**src/rtl/core/lcdt_pkg.sv**
```systemverilog
`timescale 1ns / 1ps
// Shared types and constants for the LCD mode timing block.
// No dependencies; imported by lcdt_regs, lcdt_timing and the top level.
package lcdt_pkg;

   localparam logic [1:0] FUNC_TICK  = 2'd0;
   localparam logic [1:0] FUNC_READ  = 2'd1;
   localparam logic [1:0] FUNC_WRITE = 2'd2;
   localparam logic [1:0] FUNC_ACK   = 2'd3;

   localparam logic [1:0] MODE_HBLANK = 2'd0;
   localparam logic [1:0] MODE_VBLANK = 2'd1;
   localparam logic [1:0] MODE_OAM    = 2'd2;
   localparam logic [1:0] MODE_DRAW   = 2'd3;

   localparam logic [3:0] OFS_LCDC = 4'd0;
   localparam logic [3:0] OFS_STAT = 4'd1;
   localparam logic [3:0] OFS_SCY  = 4'd2;
   localparam logic [3:0] OFS_SCX  = 4'd3;
   localparam logic [3:0] OFS_LY   = 4'd4;
   localparam logic [3:0] OFS_LYC  = 4'd5;
   localparam logic [3:0] OFS_DMA  = 4'd6;
   localparam logic [3:0] OFS_BGP  = 4'd7;
   localparam logic [3:0] OFS_OBP0 = 4'd8;
   localparam logic [3:0] OFS_OBP1 = 4'd9;
   localparam logic [3:0] OFS_WY   = 4'd10;
   localparam logic [3:0] OFS_WX   = 4'd11;

   // STAT interrupt enable bits
   localparam int STAT_EN_LYC    = 6;
   localparam int STAT_EN_OAM    = 5;
   localparam int STAT_EN_VBLANK = 4;
   localparam int STAT_EN_HBLANK = 3;

   localparam logic [7:0] VBLANK_FIRST_LINE = 8'd144;
   localparam logic [7:0] LINES_PER_FRAME   = 8'd154;

   localparam int unsigned HBLANK_CYCLES_DEF      = 204;
   localparam int unsigned VBLANK_LINE_CYCLES_DEF = 456;
   localparam int unsigned OAM_CYCLES_DEF         = 80;
   localparam int unsigned DRAW_CYCLES_DEF        = 172;

   typedef struct packed {
      logic [1:0] mode;
      logic [7:0] line;
      logic       vblank_irq;
      logic       stat_irq;
      logic       frame_ready;
   } timing_status_type;

endpackage

```
**src/rtl/core/lcdt_regs.sv**
```systemverilog
`timescale 1ns / 1ps
// Bus-visible register file: lcdc, stat, lyc and the plain scroll/palette/window bytes.
// Depends on lcdt_pkg.
module lcdt_regs (
   input  logic       clock,
   input  logic       reset,
   input  logic       rd_en,
   input  logic       wr_en,
   input  logic [3:0] offset,
   input  logic [7:0] wdata,
   input  logic [7:0] line,
   output logic [7:0] rdata,
   output logic [7:0] stat,
   output logic [7:0] lyc
);
   import lcdt_pkg::*;

   logic [7:0] control_ff;
   logic [7:0] status_ff;
   logic [7:0] lyc_ff;
   logic [7:0] plain_ff [8];
   logic [2:0] slot;

   // scy/scx map to 0..1, dma..wx map to 2..7
   assign slot = (offset == OFS_SCY || offset == OFS_SCX) ? 3'(offset - OFS_SCY)
                                                          : 3'(offset - OFS_LY);

   always_ff @(posedge clock) begin
      if (reset) begin
         control_ff <= '0;
         status_ff  <= '0;
         lyc_ff     <= '0;
         for (int i = 0; i < 8; i++) plain_ff[i] <= '0;
      end else if (wr_en) begin
         unique case (offset)
            OFS_LCDC: control_ff <= wdata;
            OFS_STAT: status_ff  <= wdata;
            OFS_LYC:  lyc_ff     <= wdata;
            OFS_SCY, OFS_SCX, OFS_BGP, OFS_OBP0, OFS_OBP1, OFS_WY, OFS_WX: begin
               plain_ff[slot] <= wdata;
            end
            default: ;
         endcase
      end
   end

   always_comb begin
      rdata = '0;
      if (rd_en) begin
         unique case (offset)
            OFS_LCDC: rdata = control_ff;
            OFS_STAT: rdata = status_ff;
            OFS_LY:   rdata = line;
            OFS_LYC:  rdata = lyc_ff;
            OFS_SCY, OFS_SCX, OFS_DMA, OFS_BGP, OFS_OBP0, OFS_OBP1, OFS_WY, OFS_WX: begin
               rdata = plain_ff[slot];
            end
            default: rdata = '0;
         endcase
      end
   end

   assign stat = status_ff;
   assign lyc  = lyc_ff;

endmodule

```
**src/rtl/core/lcdt_timing.sv**
```systemverilog
`timescale 1ns / 1ps
// Mode sequencer: cycle accumulator, mode, line, coincidence, STAT edge and frame flag.
// Depends on lcdt_pkg.
module lcdt_timing #(
   parameter int unsigned HBLANK_CYCLES      = lcdt_pkg::HBLANK_CYCLES_DEF,
   parameter int unsigned VBLANK_LINE_CYCLES = lcdt_pkg::VBLANK_LINE_CYCLES_DEF,
   parameter int unsigned OAM_CYCLES         = lcdt_pkg::OAM_CYCLES_DEF,
   parameter int unsigned DRAW_CYCLES        = lcdt_pkg::DRAW_CYCLES_DEF
) (
   input  logic                        clock,
   input  logic                        reset,
   input  logic                        tick_en,
   input  logic                        ack_en,
   input  logic [7:0]                  cycles,
   input  logic [7:0]                  stat,
   input  logic [7:0]                  lyc,
   output lcdt_pkg::timing_status_type status
);
   import lcdt_pkg::*;

   localparam logic [15:0] HB_THR  = 16'(HBLANK_CYCLES);
   localparam logic [15:0] VB_THR  = 16'(VBLANK_LINE_CYCLES);
   localparam logic [15:0] OAM_THR = 16'(OAM_CYCLES);
   localparam logic [15:0] DRW_THR = 16'(DRAW_CYCLES);

   logic [15:0] accum_ff, accum_in;
   logic [1:0]  mode_ff, mode_in;
   logic [7:0]  line_ff, line_in;
   logic        coin_ff, coin_in;
   logic        prev_ff, prev_in;
   logic        ready_ff, ready_in;
   logic [16:0] sum;
   logic [15:0] sat;
   logic [7:0]  line_inc;
   logic        cond;
   logic        virq;
   logic        sirq;

   always_comb begin
      sum      = {1'b0, accum_ff} + {9'b0, cycles};
      sat      = sum[16] ? 16'hFFFF : sum[15:0];
      line_inc = line_ff + 8'd1;
      accum_in = accum_ff;
      mode_in  = mode_ff;
      line_in  = line_ff;
      coin_in  = coin_ff;
      prev_in  = prev_ff;
      ready_in = ready_ff;
      virq     = 1'b0;
      sirq     = 1'b0;
      cond     = 1'b0;
      if (tick_en) begin
         accum_in = sat;
         case (mode_ff)
            MODE_HBLANK: begin
               if (sat >= HB_THR) begin
                  accum_in = sat - HB_THR;
                  line_in  = line_inc;
                  if (line_inc < VBLANK_FIRST_LINE) begin
                     mode_in = MODE_OAM;
                  end else begin
                     mode_in = MODE_VBLANK;
                     virq    = 1'b1;
                  end
               end
            end
            MODE_VBLANK: begin
               if (sat >= VB_THR) begin
                  accum_in = sat - VB_THR;
                  line_in  = line_inc;
                  if (line_inc >= LINES_PER_FRAME) begin
                     line_in  = '0;
                     mode_in  = MODE_OAM;
                     ready_in = 1'b1;
                  end
               end
            end
            MODE_OAM: begin
               if (sat >= OAM_THR) begin
                  accum_in = sat - OAM_THR;
                  coin_in  = (lyc == line_ff);
                  mode_in  = MODE_DRAW;
               end
            end
            default: begin
               if (sat >= DRW_THR) begin
                  accum_in = sat - DRW_THR;
                  mode_in  = MODE_HBLANK;
               end
            end
         endcase
         cond = (stat[STAT_EN_LYC] && coin_in)
             || (stat[STAT_EN_OAM] && mode_in == MODE_OAM)
             || (stat[STAT_EN_VBLANK] && mode_in == MODE_VBLANK)
             || (stat[STAT_EN_HBLANK] && mode_in == MODE_HBLANK);
         sirq    = cond && !prev_ff;
         prev_in = cond;
      end else if (ack_en) begin
         ready_in = 1'b0;
      end
   end

   always_ff @(posedge clock) begin
      if (reset) begin
         accum_ff <= '0;
         mode_ff  <= MODE_OAM;
         line_ff  <= '0;
         coin_ff  <= 1'b0;
         prev_ff  <= 1'b0;
         ready_ff <= 1'b0;
      end else begin
         accum_ff <= accum_in;
         mode_ff  <= mode_in;
         line_ff  <= line_in;
         coin_ff  <= coin_in;
         prev_ff  <= prev_in;
         ready_ff <= ready_in;
      end
   end

   assign status.mode        = mode_in;
   assign status.line        = line_in;
   assign status.vblank_irq  = virq;
   assign status.stat_irq    = sirq;
   assign status.frame_ready = ready_in;

endmodule

```
**src/rtl/core/lcd_mode_timing_with_registers.sv**
```systemverilog
`timescale 1ns / 1ps
// Top level of the LCD mode timing block: input register, execute, result register.
// Depends on lcdt_pkg, lcdt_regs and lcdt_timing.
//
//   channel | ports                                          | direction
//   req     | req_valid req_stall req_func req_cycles         | in
//           | req_reg_offset req_write_value                  |
//   rsp     | rsp_valid rsp_stall rsp_read_value rsp_lcd_mode | out
//           | rsp_line_number rsp_vblank_irq rsp_stat_irq     |
//           | rsp_frame_ready                                 |
//
// One transaction per cycle sustained while rsp_stall is low; each passes the
// input register, then execute into the result register. Synchronous reset puts
// the sequencer in OAM search on line 0, clears the register file and valid flags.
// A stalled result holds; the input register still takes one more transaction,
// and req_stall rises only when both stages are full and rsp_stall is high.
module lcd_mode_timing_with_registers #(
   parameter int unsigned HBLANK_CYCLES      = lcdt_pkg::HBLANK_CYCLES_DEF,
   parameter int unsigned VBLANK_LINE_CYCLES = lcdt_pkg::VBLANK_LINE_CYCLES_DEF,
   parameter int unsigned OAM_CYCLES         = lcdt_pkg::OAM_CYCLES_DEF,
   parameter int unsigned DRAW_CYCLES        = lcdt_pkg::DRAW_CYCLES_DEF
) (
   input  logic       clock,
   input  logic       reset,
   input  logic       req_valid,
   output logic       req_stall,
   input  logic [1:0] req_func,
   input  logic [7:0] req_cycles,
   input  logic [3:0] req_reg_offset,
   input  logic [7:0] req_write_value,
   output logic       rsp_valid,
   input  logic       rsp_stall,
   output logic [7:0] rsp_read_value,
   output logic [1:0] rsp_lcd_mode,
   output logic [7:0] rsp_line_number,
   output logic       rsp_vblank_irq,
   output logic       rsp_stat_irq,
   output logic       rsp_frame_ready
);
   import lcdt_pkg::*;

   logic              s1_valid_ff, s1_valid_in;
   logic [1:0]        s1_func_ff;
   logic [7:0]        s1_cycles_ff;
   logic [3:0]        s1_offset_ff;
   logic [7:0]        s1_wdata_ff;
   logic              out_valid_ff, out_valid_in;
   logic [7:0]        rd_ff;
   timing_status_type tstat_ff;
   logic              advance;
   logic              req_take;
   logic [7:0]        rdata;
   logic [7:0]        stat;
   logic [7:0]        lyc;
   timing_status_type tstat;

   assign advance   = s1_valid_ff && (!out_valid_ff || !rsp_stall);
   assign req_stall = s1_valid_ff && out_valid_ff && rsp_stall;
   assign req_take  = req_valid && !req_stall;

   assign s1_valid_in  = req_take ? 1'b1 : (advance ? 1'b0 : s1_valid_ff);
   assign out_valid_in = advance ? 1'b1 : (rsp_stall ? out_valid_ff : 1'b0);

   lcdt_regs u_regs (
      .clock  (clock),
      .reset  (reset),
      .rd_en  (advance && s1_func_ff == FUNC_READ),
      .wr_en  (advance && s1_func_ff == FUNC_WRITE),
      .offset (s1_offset_ff),
      .wdata  (s1_wdata_ff),
      .line   (tstat.line),
      .rdata  (rdata),
      .stat   (stat),
      .lyc    (lyc)
   );

   lcdt_timing #(
      .HBLANK_CYCLES      (HBLANK_CYCLES),
      .VBLANK_LINE_CYCLES (VBLANK_LINE_CYCLES),
      .OAM_CYCLES         (OAM_CYCLES),
      .DRAW_CYCLES        (DRAW_CYCLES)
   ) u_timing (
      .clock   (clock),
      .reset   (reset),
      .tick_en (advance && s1_func_ff == FUNC_TICK),
      .ack_en  (advance && s1_func_ff == FUNC_ACK),
      .cycles  (s1_cycles_ff),
      .stat    (stat),
      .lyc     (lyc),
      .status  (tstat)
   );

   always_ff @(posedge clock) begin
      if (reset) begin
         s1_valid_ff  <= 1'b0;
         out_valid_ff <= 1'b0;
      end else begin
         s1_valid_ff  <= s1_valid_in;
         out_valid_ff <= out_valid_in;
      end
      if (req_take) begin
         s1_func_ff   <= req_func;
         s1_cycles_ff <= req_cycles;
         s1_offset_ff <= req_reg_offset;
         s1_wdata_ff  <= req_write_value;
      end
      if (advance) begin
         rd_ff    <= rdata;
         tstat_ff <= tstat;
      end
   end

   assign rsp_valid       = out_valid_ff;
   assign rsp_read_value  = rd_ff;
   assign rsp_lcd_mode    = tstat_ff.mode;
   assign rsp_line_number = tstat_ff.line;
   assign rsp_vblank_irq  = tstat_ff.vblank_irq;
   assign rsp_stat_irq    = tstat_ff.stat_irq;
   assign rsp_frame_ready = tstat_ff.frame_ready;

`ifndef SYNTHESIS
   a_vblank_entry: assert property (@(posedge clock) disable iff (reset)
      rsp_valid && rsp_vblank_irq |->
         rsp_lcd_mode == MODE_VBLANK && rsp_line_number == VBLANK_FIRST_LINE)
      else $error("vblank irq outside vblank entry");

   a_line_range: assert property (@(posedge clock) disable iff (reset)
      rsp_valid |-> rsp_line_number < LINES_PER_FRAME)
      else $error("line number out of range");

   a_stall_full: assert property (@(posedge clock) disable iff (reset)
      req_stall |-> s1_valid_ff && out_valid_ff)
      else $error("input stalled with a free stage");

   a_wrap_ready: assert property (@(posedge clock) disable iff (reset)
      advance && tstat.line == 8'd0 && tstat_ff.line != 8'd0 && out_valid_ff
         |-> tstat.frame_ready)
      else $error("frame wrap without frame ready");
`endif

endmodule
```
**config.mk**
```make
export PLATFORM = sky130hd
export DESIGN_NAME = lcd_mode_timing_with_registers
export DESIGN_NICKNAME = d
export VERILOG_FILES = /design/src/rtl/core/lcdt_pkg.sv /design/src/rtl/core/lcdt_regs.sv /design/src/rtl/core/lcdt_timing.sv /design/src/rtl/core/lcd_mode_timing_with_registers.sv
export SDC_FILE = /design/constraint.sdc
export NUM_CORES = 1
export LEC_CHECK = 0
export ABC_CLOCK_PERIOD_IN_PS = 4400
export BUFFER_PORTS_ARGS = -buffer_cell sky130_fd_sc_hd__buf_2
export CAP_MARGIN = 5
export CORE_UTILIZATION = 40
export DETAILED_ROUTE_END_ITERATION = 7
export GPL_TIMING_DRIVEN = 0
export PLACE_DENSITY = 0.58
export SLEW_MARGIN = 20
export SYNTH_ARGS = -nofsm -noshare
export SYNTH_HDL_FRONTEND = slang
export SYNTH_SLANG_ARGS = --single-unit
export TNS_END_PERCENT = 5
```
**constraint.sdc**
```tcl
create_clock -name clock -period 4.4 [get_ports clock]
set_input_delay 0.66 -clock clock [delete_from_list [all_inputs] [get_ports clock]]
set_output_delay 0.66 -clock clock [all_outputs]
set_load 0.03 [all_outputs]
```
### Word level (Yosys, flattened, before mapping)

Memories as Yosys holds them, arrays and structs flattened.
Cells that the tools add are included.

| storage, ports and cells | value |
|---|---|
| latch bits | 0 |
| word-level logic and storage cells | 134 |
| memory bits (read-only) | 0 |
| memories kept | 1 |
| input port bits | 26 |
| flip-flop bits (word level) | 98 |
| output and inout port bits | 23 |
| RAM bits | 64 |

| cells by class | value |
|---|---|
| multiply operators | 0 |
| equality and inequality tests | 20 |
| div/mod/pow operators | 0 |
| bitwise operators | 0 |
| muxes and demuxes | 44 |
| $add $sub $neg | 8 |
| magnitude comparators | 6 |
| reduce and logical (&&, ||, !) cells | 34 |
| shifts and indexed selects | 0 |

Memory list:

| memory | words | bits a word | rd ports | clocked after Yosys merged registers in | write ports | RTL line | source |
|---|---|---|---|---|---|---|---|
| u_regs.plain_ff | 8 | 8 | 1 | 0 | 8 | lcdt_regs.sv:21 | `logic [7:0] plain_ff [8];` |

Operator list:

| operator | count |
|---|---|
| $mux W16 | 5 |
| $pmux W16 S3 | 1 |
| $mux W8 | 5 |
| $pmux W8 S5 | 1 |
| $ge A16 B8 Y1 const B | 2 |
| $sub A16 B8 Y16 const B | 2 |
| $mux W1 | 20 |
| $add A16 B8 Y17 | 1 |
| $eq A4 B3 Y1 const B | 4 |
| $eq A4 B4 Y1 const B | 4 |
| $ge A16 B7 Y1 const B | 1 |
| $ge A16 B9 Y1 const B | 1 |
| $mux W2 | 8 |
| $pmux W8 S2 | 1 |
| $reduce_or A8 Y1 | 2 |
| $sub A16 B7 Y16 const B | 1 |
| $sub A16 B9 Y16 const B | 1 |
| $logic_and A1 B1 Y1 | 13 |
| $add A8 B1 Y8 const B | 1 |
| $eq A2 B2 Y1 const B | 4 |
| $eq A4 B2 Y1 const B | 2 |
| $eq A8 B8 Y1 | 1 |
| $ge A8 B8 Y1 const B | 1 |
| $lt A8 B8 Y1 const B | 1 |
| 15 further kinds | 29 |

### Depth between registers and ports, before layout

Gate-level depths: netlist of run 1.

| depth | value |
|---|---|
| word-level depth | 12 |
| mapped depth | 19 |

### Cells and area by module

A second synthesis of run 1 with hierarchy kept.

| unflattened totals | value |
|---|---|
| cell total of the unflattened synthesis | 885 |
| area, all modules | 9531.6 um^2 |

By module, submodules not included:

| module | area each (um^2) | cells each | seq. area each (um^2) | instances |
|---|---|---|---|---|
| lcdt_regs | 4214.0 | 316 | 2402.3 | 1 |
| lcdt_timing | 3900.0 | 511 | 580.6 | 1 |
| lcd_mode_timing_with_registers | 1417.6 | 58 | 1331.3 | 1 |

### Least setup slack after synthesis of run 1

Ideal clock, no wire load.

| timing path | value |
|---|---|
| kind | reg2reg |
| start point | reg s1_cycles_ff[0] |
| end point | reg tstat_ff (netlist bit rsp_stat_irq), data pin |
| period minus slack after synthesis | 4479 ps |
| cell stages (with the launch flop) | 18 |
| setup slack | -79 ps |
| arrival time | 4312 ps |
| setup time | 167 ps |
| path through | edfxtp_1 ha_1 fa_1 a211oi_2 o211a_4 or4_1 buf_2 buf_1 nand2_1 inv_1 ha_1 a21boi_0 nor2_2 nor3_4 nor3_1 or4b_1 a31o_1 a211oi_1 |

| on the way | value |
|---|---|
| word-level cells in the longest chain between the ends | 12 |

Ends and longest elaborated chain:

| what | RTL line | source |
|---|---|---|
| from (decl) | lcd_mode_timing_with_registers.sv:44 | `logic [7:0] s1_cycles_ff;` |
| from (signal assigned) | lcd_mode_timing_with_registers.sv:103 | `s1_cycles_ff <= req_cycles;` |
| $add A16 B8 Y17 * | lcdt_timing.sv:40 | `sum = {1'b0, accum_ff} + {9'b0, cycles};` |
| $mux W16 * | lcdt_timing.sv:41 | `sat = sum[16] ? 16'hFFFF : sum[15:0];` |
| $ge A16 B8 Y1, or another cell as far along | lcdt_timing.sv:86 | `if (sat >= DRW_THR) begin` |
| $mux W2, on equally long branches | n/a |  |
| $pmux W2 S3 | lcdt_timing.sv:54 | `case (mode_ff)` |
| $mux W2 | lcdt_timing.sv:52 | `if (tick_en) begin` |
| $eq A2 B2 Y1 | lcdt_timing.sv:93 | `\|\| (stat[STAT_EN_OAM] && mode_in == MODE_OAM)` |
| $logic_and A1 B1 Y1 | lcdt_timing.sv:93 |  |
| $logic_or A1 B1 Y1 | lcdt_timing.sv:93 |  |
| $logic_or A1 B1 Y1 | lcdt_timing.sv:94 | `\|\| (stat[STAT_EN_VBLANK] && mode_in == MODE_VBLANK)` |
| $logic_or A1 B1 Y1 * | lcdt_timing.sv:95 | `\|\| (stat[STAT_EN_HBLANK] && mode_in == MODE_HBLANK);` |
| $logic_and A1 B1 Y1 * | lcdt_timing.sv:96 | `sirq = cond && !prev_ff;` |
| to (signal assigned) | lcd_mode_timing_with_registers.sv:109 | `tstat_ff <= tstat;` |
| to (decl) | lcd_mode_timing_with_registers.sv:49 | `timing_status_type tstat_ff;` |

Mark *: on every way between the ends. The rest lies on a longest branch, timed or not. The select of a mux whose other input is x is not followed.
A chain may end at the register's enable or synchronous reset.

### Worst setup path after layout of run 1

Same ends and word-level chain as after synthesis.

==> metrics.md, run 1 <==
| Metric | Value |
|---|---|
| Status | completed |
| FP Rows | 55 |
| Final GP Congestion | 0.928 |
| Max transition margin | 0.356 |
| Die height | 155 um |
| Max clock buf depth | 2 |
| Post-synthesis sequential area ratio | 0.459 |
| Worst skew pair latency | 0.43 ns |
| Leakage power | 4.35 nW |
| Nets | 1076 |
| Worst Tran Pin Value | 0.959 ns |
| TritonCTS buffer count | 17 |
| Core Box Area | 22800 um^2 |
| Clk sinks | 162 |
| Port bufs | 47 |
| Max Clock Skew | 0.0110 ns |
| Final HPWL DP | 19600 um |
| Die ar. | 24100 um^2 |
| Startpoint Class | flop |
| Post-synth ARST share | 0 |
| Yosys top cell by area | edfxtp_1 |
| Main synth FF type | edfxtp_1 |
| Non-filler cells, final | 1357 |
| P per Cell Area | 344 nW/um^2 |
| Pre-Repair DR Iteration Count | 7 |
| EDFF count, synth | 107 |
| Synth cell types | 92 |
| Residual DRC count | 0 |
| Critical path peak fanout | 7 |
| Wirelength per Cell | 20.7 um |
| Initial antenna violation count | 0 |
| Crit path DAT | 4.53 ns |
| Largest net degree at the start of global routing | 23 |
| Routed WL | 28200 um |
| Die Span X | 155 um |
| YS warnings | 0 |
| Period utilization | 0.982 |
| Worst-path clk slew | 0.07 ns |
| Global-route wire length before repair | 42600 um |
| Most frequent cell after synthesis | edfxtp_1 |
| Syn Area/Cell | 10.3 um^2 |
| Hold crit path type | input port to flop |
| Metal2 WL | 12000 um |
| Fmax | 0.232 GHz |
| Clock H-tree levels | 4 |
| WL met3 | 2240 um |
| Starting Density | 0.411 |
| Tmin final | 4.32 ns |
| Post-synth top cells | edfxtp_1, nor2_1, nand2_1, and2_1, dfxtp_1 |
| Pins over their slew limit | 0 |
| Hold WS | 0.408 ns |
| DP Cell Count | 1280 |
| Area Growth Syn to Fin | 22.0% |
| Final setup TNS | 0 ns |
| Peak VDD IR | 0.197 mV |
| Number of global-route vias before repair | 7204 |
| Total GRT Usage | 0.235 |
| Vias per inst | 5.78 |
| Post-synth top area share | 0.342 |
| CTS root buf | clkbuf_16 |
| CTS tree | yes |
| Initial DRC Count | 714 |
| Post-layout util | 0.502 |
| Final ANT Viol Nets | 0 |
| Ranking of synthesized cells by area | edfxtp_1, dfxtp_1, and2_1 |
| Post-Route M1 WL | 13500 um |
| Grt total ovfl | 0 |
| Final setup fails | 0 |
| Kind of critical path | flop to flop |
| Max Used Layer | met4 |
| Crit end category | flop |
| Ratio of cells with drive above 1 in the final layout | 0.258 |
| Worst reg2reg setup slack | 0.08 ns |
| Required time of the critical path | 4.61 ns |
| Number of top-level pins | 49 |
| Vias | 7846 |
| Mapped Cells | 911 |
| Mapped Area | 9400 um^2 |
| Ant diodes | 0 |
| Max_cap viols | 0 |
| Final Hold Violating Endpoints | 0 |
| Synth Register Bits | 162 |
-- stage by stage --
step | setup slack (ns) | power (mW) | area (um^2)
floorplan | 0.00875 | 2.19 | 9430
global placement | -1.47 | 2.37 | 10100
detailed placement | -1.35 | 2.37 | 10100
CTS | -0.0624 | 3.84 | 11000
global route | -0.0308 | 4.08 | 11500
finish | 0.0805 | 3.94 | 11500
-- cells by family after synthesis --
logic type,share of synthesized area
compound gates,0.176
xor+xnor,0.0343
other cells,0.000399
buf+inv,0.0294
simple gates,0.197
flops,0.459
mux,0.0773
fa+ha+maj,0.0261
-- metal layers --
metal | GRT usage | vias to the layer above
met2 | 0.337 | 345
met1 | 0.352 | 3813
li1 | - | 3653
met3 | 0.0554 | 35
met4 | 0.0616 | 0
met5 | 0 | -
-- path summary, 6_finish.rpt --
path	startpoint	to	cells after the start
max	s1_cycles_ff[0]	rsp_stat_irq	16
max reg2reg	s1_cycles_ff[0]	rsp_stat_irq	16
min	req_write_value[6]	s1_wdata_ff[6]	1
min reg2reg	u_regs.stat[2]	u_regs.stat[2]	2
-- timing repair --
action                     4_1_cts  5_1_grt
setup buffers                   14       31
setup endpoints to repair       42       38
resized for setup               49       46
pin swaps                       14       22
gates cloned                     0        0
hold buffers                     0        0
-- worst max-delay path: stages, from the launching register on --
cell and delay, ns:
edfxtp_1 0.41, ha_4 0.18, fa_2 0.42, a211oi_4 0.32, o211a_4 0.23, or4_1 0.12, buf_6 0.14, and2_4 0.17
clkinvlp_4 0.14, ha_4 0.19, and3_4 0.15, nand3_4 0.11, o41a_1 0.29, a211oi_2 0.14, or4b_1 0.52, a31o_1 0.22
a211oi_2 0.32
-- power by group --
part	internal [mW]	switching [mW]	leakage, nW	total [mW]
sequential	1.67	0.0395	1.51	1.71
clock	0.770	0.654	0.271	1.42
combinational	0.321	0.483	2.57	0.804
-- placed cells by master (no fill, tap or decap), types with 7 or more instances in the layout --
| cell type | netlist | final |
|---|---|---|
| xnor2_1 | 20 | 19 |
| nor2_1 | 86 | 83 |
| clkbuf_16 | 0 | 17 |
| mux2_2 | 13 | 12 |
| a31oi_1 | 11 | 8 |
| a21oi_1 | 45 | 41 |
| a211oi_1 | 13 | 10 |
| nor2b_1 | 9 | 8 |
| a22o_1 | 9 | 9 |
| xor2_1 | 10 | 9 |
| edfxtp_1 | 107 | 107 |
| dfxtp_1 | 55 | 55 |
| or2_2 | 13 | 13 |
| and3_1 | 10 | 7 |
| a211o_1 | 7 | 7 |
| buf_4 | 0 | 46 |
| mux4_2 | 16 | 16 |
| and2_1 | 62 | 61 |
| mux2i_1 | 22 | 21 |
| nor3_1 | 23 | 19 |
| nand4_1 | 9 | 9 |
| o21ai_0 | 38 | 35 |
| o211ai_1 | 7 | 7 |
| a22oi_1 | 14 | 14 |
| clkbuf_1 | 38 | 40 |
| nand3_1 | 19 | 16 |
| a311oi_1 | 10 | 10 |
| ha_4 | 0 | 7 |
| inv_1 | 18 | 15 |
| a21o_1 | 10 | 10 |
| or3_1 | 9 | 8 |
| conb_1 | 1 | 8 |
| nand2_1 | 72 | 68 |
| ha_1 | 18 | 9 |
| buf_2 | 5 | 50 |
| nand2b_1 | 9 | 9 |
-- layout make-up --
cell class              instances  area [um^2]
inverters                      18         78.8
clock buffers                  21          460
multi-input cells             688         5300
repair buffers                 94          596
fillers                      2117        11400
flip-flops and latches        162         4310
plain buffers                  50          234
well taps                     313          392
clock inverters                11         95.1
-- state kept, by name (all words and copies together) (netlist names), 2 cells and up --
register	flops
u_regs.plain_ff	64
u_timing.accum_ff	16
rsp_line_number	8
rsp_read_value	8
s1_cycles_ff	8
s1_wdata_ff	8
u_regs.control_ff	8
u_regs.lyc	8
u_regs.stat	8
u_timing.line_ff	8
s1_offset_ff	4
rsp_lcd_mode	2
s1_func_ff	2
u_timing.mode_ff	2
No activity file was read; power rests on OpenSTA's default activity.
==> run 2, diff against run 1 <==
SETUP_SLACK_MARGIN = 0.2   (was unset)
==> run 2 against run 1 <==
Net effect:
- clock skew is essentially flat
- via count is essentially flat
- wire length shrank 0.59%
- critical endpoint is now rsp_read_value[5]
- largest cell class unchanged
- highest routed layer unchanged
==> metrics.md, run 2 (synthesis gave the netlist of run 1 again) <==
| Metric | Value |
|---|---|
| Routed WL | 28000 um (-0.59%) |
| Unrepaired setup endpoints after global routing | true |
| Non-filler cells, final | 1370 (+0.96%) |
| Number of top-level pins | 49 (unchanged) |
| Grt total ovfl | 0 (unchanged) |
| Hold crit path type | input port to flop |
| Worst skew pair latency | 0.43 ns (about the same) |
| Port bufs | 47 (unchanged) |
| Die ar. | 24100 um^2 (unchanged) |
| Vias per inst | 5.73 (-0.89%) |
| Final setup margin | 0.228 ns (+0.147 ns) |
| Tmin final | 4.17 ns (-0.147 ns) |
| Ratio of cells with drive above 1 in the final layout | 0.266 (+0.00818) |
| Critical Path Most Common Cell | ha_4 |
| Post-layout util | 0.512 (+0.0106) |
| Kind of critical path | flop to flop |
| Status | completed |
| Filler cell count | 2099 (-0.85%) |
| Crit path DAT | 4.35 ns (-0.18 ns) |
| Placement Cell Area | 10100 um^2 (about the same) |
| Starting Density | 0.411 (unchanged) |
| Pre-CTS WS | -0.948 ns (+0.401 ns) |
| Clk network pwr share | 0.376 (+0.015) |
| Largest net degree at the start of global routing | 23 (unchanged) |
| TritonCTS buffer count | 17 (unchanged) |
| Core Box Area | 22800 um^2 (unchanged) |
| Fmax | 0.240 GHz (+3.5%) |
| Total GRT Usage | 0.237 (+0.00158) |
| Hold WS | 0.401 ns (-0.00707 ns) |
| CTS root buf | clkbuf_16 |
| P per Cell Area | 348 nW/um^2 (+1.3%) |
| Period utilization | 0.948 (-0.0335) |
| DP Cell Count | 1280 (unchanged) |
| Largest register FFs | 64 (unchanged) |
| Wirelength per Cell | 20.4 um (-1.5%) |
| Vias | 7851 (+0.064%) |
| Max clock buf depth | 2 (unchanged) |
| Final setup TNS | 0 ns (unchanged) |
| Flop pwr share | 0.420 (-0.014) |
| Worst path buffer plus inverter count | 4 (+2) |
| Max Clock Skew | 0.0113 ns (+0.000301 ns) |
| Switching share of power | 0.295 (-0.00306) |
| Initial DRC Count | 739 (+3.5%) |
| Final setup fails | 0 (unchanged) |
| FP Rows | 55 (unchanged) |
| Leakage power | 4.47 nW (+2.8%) |
| Ant diodes | 0 (unchanged) |
| Residual DRC count | 0 (unchanged) |
| Critical path peak fanout | 6 (-1) |
| Crit path largest cell delay | 0.43 ns (-0.09 ns) |
| Peak VDD IR | 0.234 mV (+19%) |
| Largest registers | u_regs.plain_ff x64, u_timing.accum_ff x16 |
| CP top delay family | compound AO/OA/AOI/OAI gates |
| Switch Pwr | 1.20 mW (+2.3%) |
| Worst-path clk slew | 0.07 ns (about the same) |
| Area Growth Syn to Fin | 24.5% |
| Required time of the critical path | 4.58 ns (-0.03 ns) |
| Startpoint Class | flop |
| Max transition margin | 0.331 (-0.0242) |
| Commonest non-fill, non-tap cell in the layout | edfxtp_1 |
| Number of global-route vias before repair | 7488 (+3.9%) |
| Die height | 155 um (unchanged) |
| Crit end category | flop |
| Pre-Repair DR Iteration Count | 6 (-1) |
| Max_cap viols | 0 (unchanged) |
| CTS tree | yes |
| Initial antenna violation count | 0 (unchanged) |
| Worst Tran Pin Value | 0.995 ns (+0.0361 ns) |
| Largest Register | u_regs.plain_ff |
| Final Hold Violating Endpoints | 0 (unchanged) |
| Internal Power | 2.87 mW (+3.9%) |
| Critical path's slowest cell | o41a_1 |
| Final HPWL DP | 19500 um (-0.30%) |
| Final ANT Viol Nets | 0 (unchanged) |
| Total power | 4.07 mW (+3.4%) |
| CP cell instances | ha_4 -> fa_2 -> a211oi_4 -> o211a_4 -> or4_4 -> buf_6 -> buf_8 -> nand2_8 -> inv_8 -> ha_4 -> and3_4 -> nand3_4 -> o41a_1 -> buf_4 -> a21oi_4 -> o211ai_4 -> a21o_1 -> a22o_1 |
| Nets | 1089 (+1.2%) |
| Global-route wire length before repair | 43000 um (+0.88%) |
| Die Span X | 155 um (unchanged) |
| Final instance area | 11700 um^2 (+2.1%) |
| Most frequent cells in the layout | edfxtp_1, nor2_1, nand2_1 |
| Clock H-tree levels | 4 (unchanged) |
| Clk sinks | 162 (unchanged) |
| Pins over their slew limit | 0 (unchanged) |
| Final GP Congestion | 0.947 (+2.0%) |
| Gate power share | 0.203 (about the same) |
run 2: what timing repair did:
action,CTS,global route
endpoints found under the setup margin,42,37
cloned,0,0
resized for setup,62,47
setup buffers,32,26
hold buffers,0,0
pin swaps,27,35
run 2: layout make-up:
type                       instances  area, um^2  share of cell area
clock inverter                    14         171              0.0146
multi-input combinational        688        5360               0.458
sequential                       162        4320               0.369
clock buffer                      18         429              0.0367
tap                              313         392              0.0335
buffer                            50         234              0.0200
inverter                          18        82.6             0.00705
timing repair buffer             107         719              0.0615
run 2: final timing paths:
kind	startpoint	end	slack (ns)	depth (start not counted)
min	req_cycles[3]	s1_cycles_ff[3]	0.40	1
max	s1_cycles_ff[0]	rsp_read_value[5]	0.23	18
max reg2reg	s1_cycles_ff[0]	rsp_read_value[5]	0.23	18
min reg2reg	u_timing.coin_ff	u_timing.coin_ff	0.48	2
run 2: routing by layer:
metal / vias up / GRT usage / wire length, um
met3: 53 / 0.0479 / 2030
met5: - / 0 / 0
met2: 318 / 0.345 / 12100
met4: 0 / 0.0826 / 675
li1: 3686 / - / -
met1: 3794 / 0.347 / 13200
run 2: power groups by stage:
stage | logic, mW | clock network [mW] | registers, mW
3_5_place_dp | 0.629 | 0 | 1.74
3_3_place_gp | 0.628 | 0 | 1.74
6_report | 0.829 | 1.53 | 1.71
5_1_grt | 0.883 | 1.61 | 1.72
4_1_cts | 0.725 | 1.55 | 1.71
2_1_floorplan | 0.444 | 0 | 1.74
==> run 3, diff against run 2 <==
ABC_AREA = 1   (was unset)
==> run 3 against run 2 <==
Net effect:
- sequential power about the same
- largest power group unchanged
- area after synthesis rose by 0.53%
- worst hold slack got worse by 0.014 ns
- core utilization shrank 4.2 points
- maximum frequency grew 3.6%
- wire length fell by 3.8%
- highest routed layer unchanged
==> metrics.md, run 3 <==
| Metric | Value |
|---|---|
| Port bufs | 47 (unchanged) |
| Largest net degree at the start of global routing | 25 (+8.7%) |
| Status | completed |
| Worst r2r src | s1_cycles_ff[0] |
| Residual DRC count | 0 (unchanged) |
| Required time of the critical path | 4.58 ns (about the same) |
| Worst skew pair latency | 0.44 ns (about the same) |
| Final instance area | 10800 um^2 (-7.9%) |
| Max transition margin | 0.292 (-0.0391) |
| Leakage power | 4.50 nW (+0.60%) |
| Die height | 156 um (+0.26%) |
| Synth cell types | 56 (-39%) |
| Unrepaired setup endpoints after global routing | true |
| Hold Path Sink | s1_cycles_ff[7] |
| Crit path largest cell delay | 0.43 ns (about the same) |
| Clk sinks | 162 (unchanged) |
| Wirelength per Cell | 17.0 um (-17%) |
| Initial antenna violation count | 0 (unchanged) |
| Peak VDD IR | 0.200 mV (-15%) |
| Global-route wire length before repair | 42500 um (-1.2%) |
| Ranking of synthesized cells by area | edfxtp_1, dfxtp_1, nor2_1 |
| Final GP Congestion | 0.912 (-3.7%) |
| Syn Area/Cell | 8.00 um^2 (-22%) |
| Crit path DAT | 4.20 ns (-0.15 ns) |
| Largest register FFs | 64 (unchanged) |
| Largest Register | u_regs.plain_ff |
| Nets | 1300 (+19%) |
| Fmax | 0.248 GHz (+3.6%) |
| Die Span X | 156 um (+0.26%) |
| Yosys top cell by area | edfxtp_1 |
| Main synth FF type | edfxtp_1 |
| Final HPWL DP | 19900 um (+2.2%) |
| Post-synthesis sequential area ratio | 0.457 (-0.00243) |
| Largest registers | u_regs.plain_ff x64, u_timing.accum_ff x16 |
| Hold crit path type | input port to flop |
| Worst Tran Pin Value | 1.06 ns (+0.0651 ns) |
| Vias per inst | 5.23 (-8.7%) |
| CTS root buf | clkbuf_16 |
| Number of global-route vias before repair | 7924 (+5.8%) |
| Area Growth Syn to Fin | 14.0% |
| Worst-path clk slew | 0.07 ns (about the same) |
| Worst r2r dst | rsp_read_value[4] |
| Grt total ovfl | 0 (unchanged) |
| Post-synth top cells | nor2_1, nand2_1, edfxtp_1, inv_1, o21ai_0 |
| Initial DRC Count | 671 (-9.2%) |
| Post-layout util | 0.470 (-0.0421) |
| Crit end category | flop |
| Final Hold Violating Endpoints | 0 (unchanged) |
| Vias | 8268 (+5.3%) |
| Placement Cell Area | 10100 um^2 (about the same) |
| Hold wc startpoint | req_cycles[7] |
| Mapped Area | 9450 um^2 (+0.53%) |
| Cells on worst reg2reg path | 24 (+6) |
| Hold path depth | 1 (unchanged) |
| Ant diodes | 0 (unchanged) |
| Critical Path Most Common Cell | nand2_1 |
| YS warnings | 0 (unchanged) |
| Ratio of cells with drive above 1 in the final layout | 0.140 (-0.125) |
| FP Rows | 55 (unchanged) |
| EDFF count, synth | 107 (unchanged) |
| Max_cap viols | 0 (unchanged) |
| Pins over their slew limit | 0 (unchanged) |
| Tmin final | 4.03 ns (-0.145 ns) |
| Commonest non-fill, non-tap cell in the layout | nor2_1 |
| P per Cell Area | 361 nW/um^2 (+3.7%) |
| Worst reg2reg setup slack | 0.37 ns (+0.15 ns) |
| Post-synth top area share | 0.340 (-0.00181) |
| Post-synth ARST share | 0 (unchanged) |
| Critical path's slowest cell | fa_1 |
| Total GRT Usage | 0.232 (-0.00443) |
| Starting Density | 0.412 (+0.000949) |
| Most frequent cell after synthesis | nor2_1 |
| CP cell instances | ha_1 -> fa_1 -> nand2_1 -> nand2_1 -> nand3_2 -> nand2_4 -> nand2_8 -> buf_8 -> nand3_4 -> inv_2 -> ha_1 -> inv_1 -> a21oi_2 -> nor2_2 -> inv_2 -> nand3_4 -> inv_1 -> a21oi_1 -> o21ai_0 -> o21ai_1 -> nand2_1 -> nand2_1 -> nand2_1 -> a21oi_1 |
| Final ANT Viol Nets | 0 (unchanged) |
| Max Clock Skew | 0.0171 ns (+0.00584 ns) |
| Number of top-level pins | 49 (unchanged) |
| Most frequent cells in the layout | nor2_1, nand2_1, edfxtp_1 |
| Max clock buf depth | 2 (unchanged) |
| Final setup fails | 0 (unchanged) |
| Clock H-tree levels | 4 (unchanged) |
| Crit path from | s1_cycles_ff[0] |
| Period utilization | 0.915 (-0.0330) |
| Critical path peak fanout | 10 (+4) |
| Core Box Area | 22900 um^2 (+0.30%) |
| Synth Register Bits | 162 (unchanged) |
| Pre-Repair DR Iteration Count | 5 (-1) |
| Startpoint Class | flop |
| CTS tree | yes |
| Mapped Cells | 1181 (+30%) |
| Die ar. | 24200 um^2 (+0.52%) |
| Kind of critical path | flop to flop |
| Routed WL | 26900 um (-3.8%) |
| TritonCTS buffer count | 17 (unchanged) |
-- run 3: cell types whose count changed in the layout (fill, tap and decap cells not counted), moves of 53 or more --
cell     previous run  this run
inv_1              15       104
and2_1             61         1
nand3_1            17        76
nor2_1             83       199
buf_4              58         5
nand2_1            69       194
o21ai_0            35        92
-- run 3: what timing repair did --
item,in CTS,in global routing
pin swaps,0,1
endpoints found under the setup margin,5,20
resized for setup,4,13
hold buffers,0,0
setup buffers,0,1
-- run 3: metrics by stage --
stage               TNS [ns]  hold WS [ns]  setup WS (ns)  cells  power, mW
floorplan                  0         0.448          0.839   1188       2.20
global placement      -20.72         0.462         -0.436   1548       2.38
detailed placement         0         0.463          0.124   1548       2.39
CTS                        0         0.383          0.258   1580       3.89
global route               0         0.372          0.168   1581       4.04
finish                     0         0.387          0.373   1581       3.89
-- run 3: how the worst max path moves through the flow --
stage	endpoint	slack, ns	depth (start not counted)
2_1_floorplan	rsp_stat_irq	0.84	23
3_3_place_gp	rsp_read_value[6]	-0.44	13
3_5_place_dp	rsp_stat_irq	0.12	23
4_1_cts	rsp_stat_irq	0.26	25
5_1_grt	rsp_read_value[4]	0.17	24
6_report	rsp_read_value[4]	0.37	24
-- run 3: cells by family after synthesis --
group           synth area share
simple gates               0.283
compound gates             0.146
buf+inv                   0.0703
xor+xnor                  0.0176
fa+ha+maj                 0.0260
flops                      0.457
other cells             0.000397
-- run 3: report_power, final --
| part | switching [mW] | internal [mW] |
|---|---|---|
| Combinational | 0.477 | 0.204 |
| Sequential | 0.0245 | 1.68 |
| Clock | 0.636 | 0.873 |
| Total | 1.14 | 2.75 |
-- run 3: cell type report --
type,count,area [um^2]
Buffer,34,176
Clock buffer,24,504
Clock inverter,8,88.8
Fill cell,2301,12100
Inverter,130,493
Multi-Input combinational cell,862,4570
Sequential cell,162,4310
Tap cell,313,392
Timing Repair Buffer,48,243
-- run 3: routing by layer --
| layer | wire [um] | vias to the layer above | share of wire | track usage |
|---|---|---|---|---|
| li1 | - | 4136 | - | - |
| met1 | 12600 | 3823 | 0.47 | 0.312 |
| met2 | 12100 | 275 | 0.45 | 0.365 |
| met3 | 1750 | 34 | 0.065 | 0.0581 |
| met4 | 452 | 0 | 0.017 | 0.0775 |
| met5 | 0 | - | 0 | 0 |
-- run 3: worst max-delay path: cells and delay by family (launching register included) --
| family | cells | cell delay (ns) |
|---|---|---|
| buffers and inverters | 5 | 0.76 |
| AO/OA/AOI/OAI | 5 | 0.54 |
| flip-flops | 1 | 0.38 |
| adder cells (fa/ha/maj) | 3 | 0.88 |
| AND/OR/NAND/NOR | 11 | 1.20 |
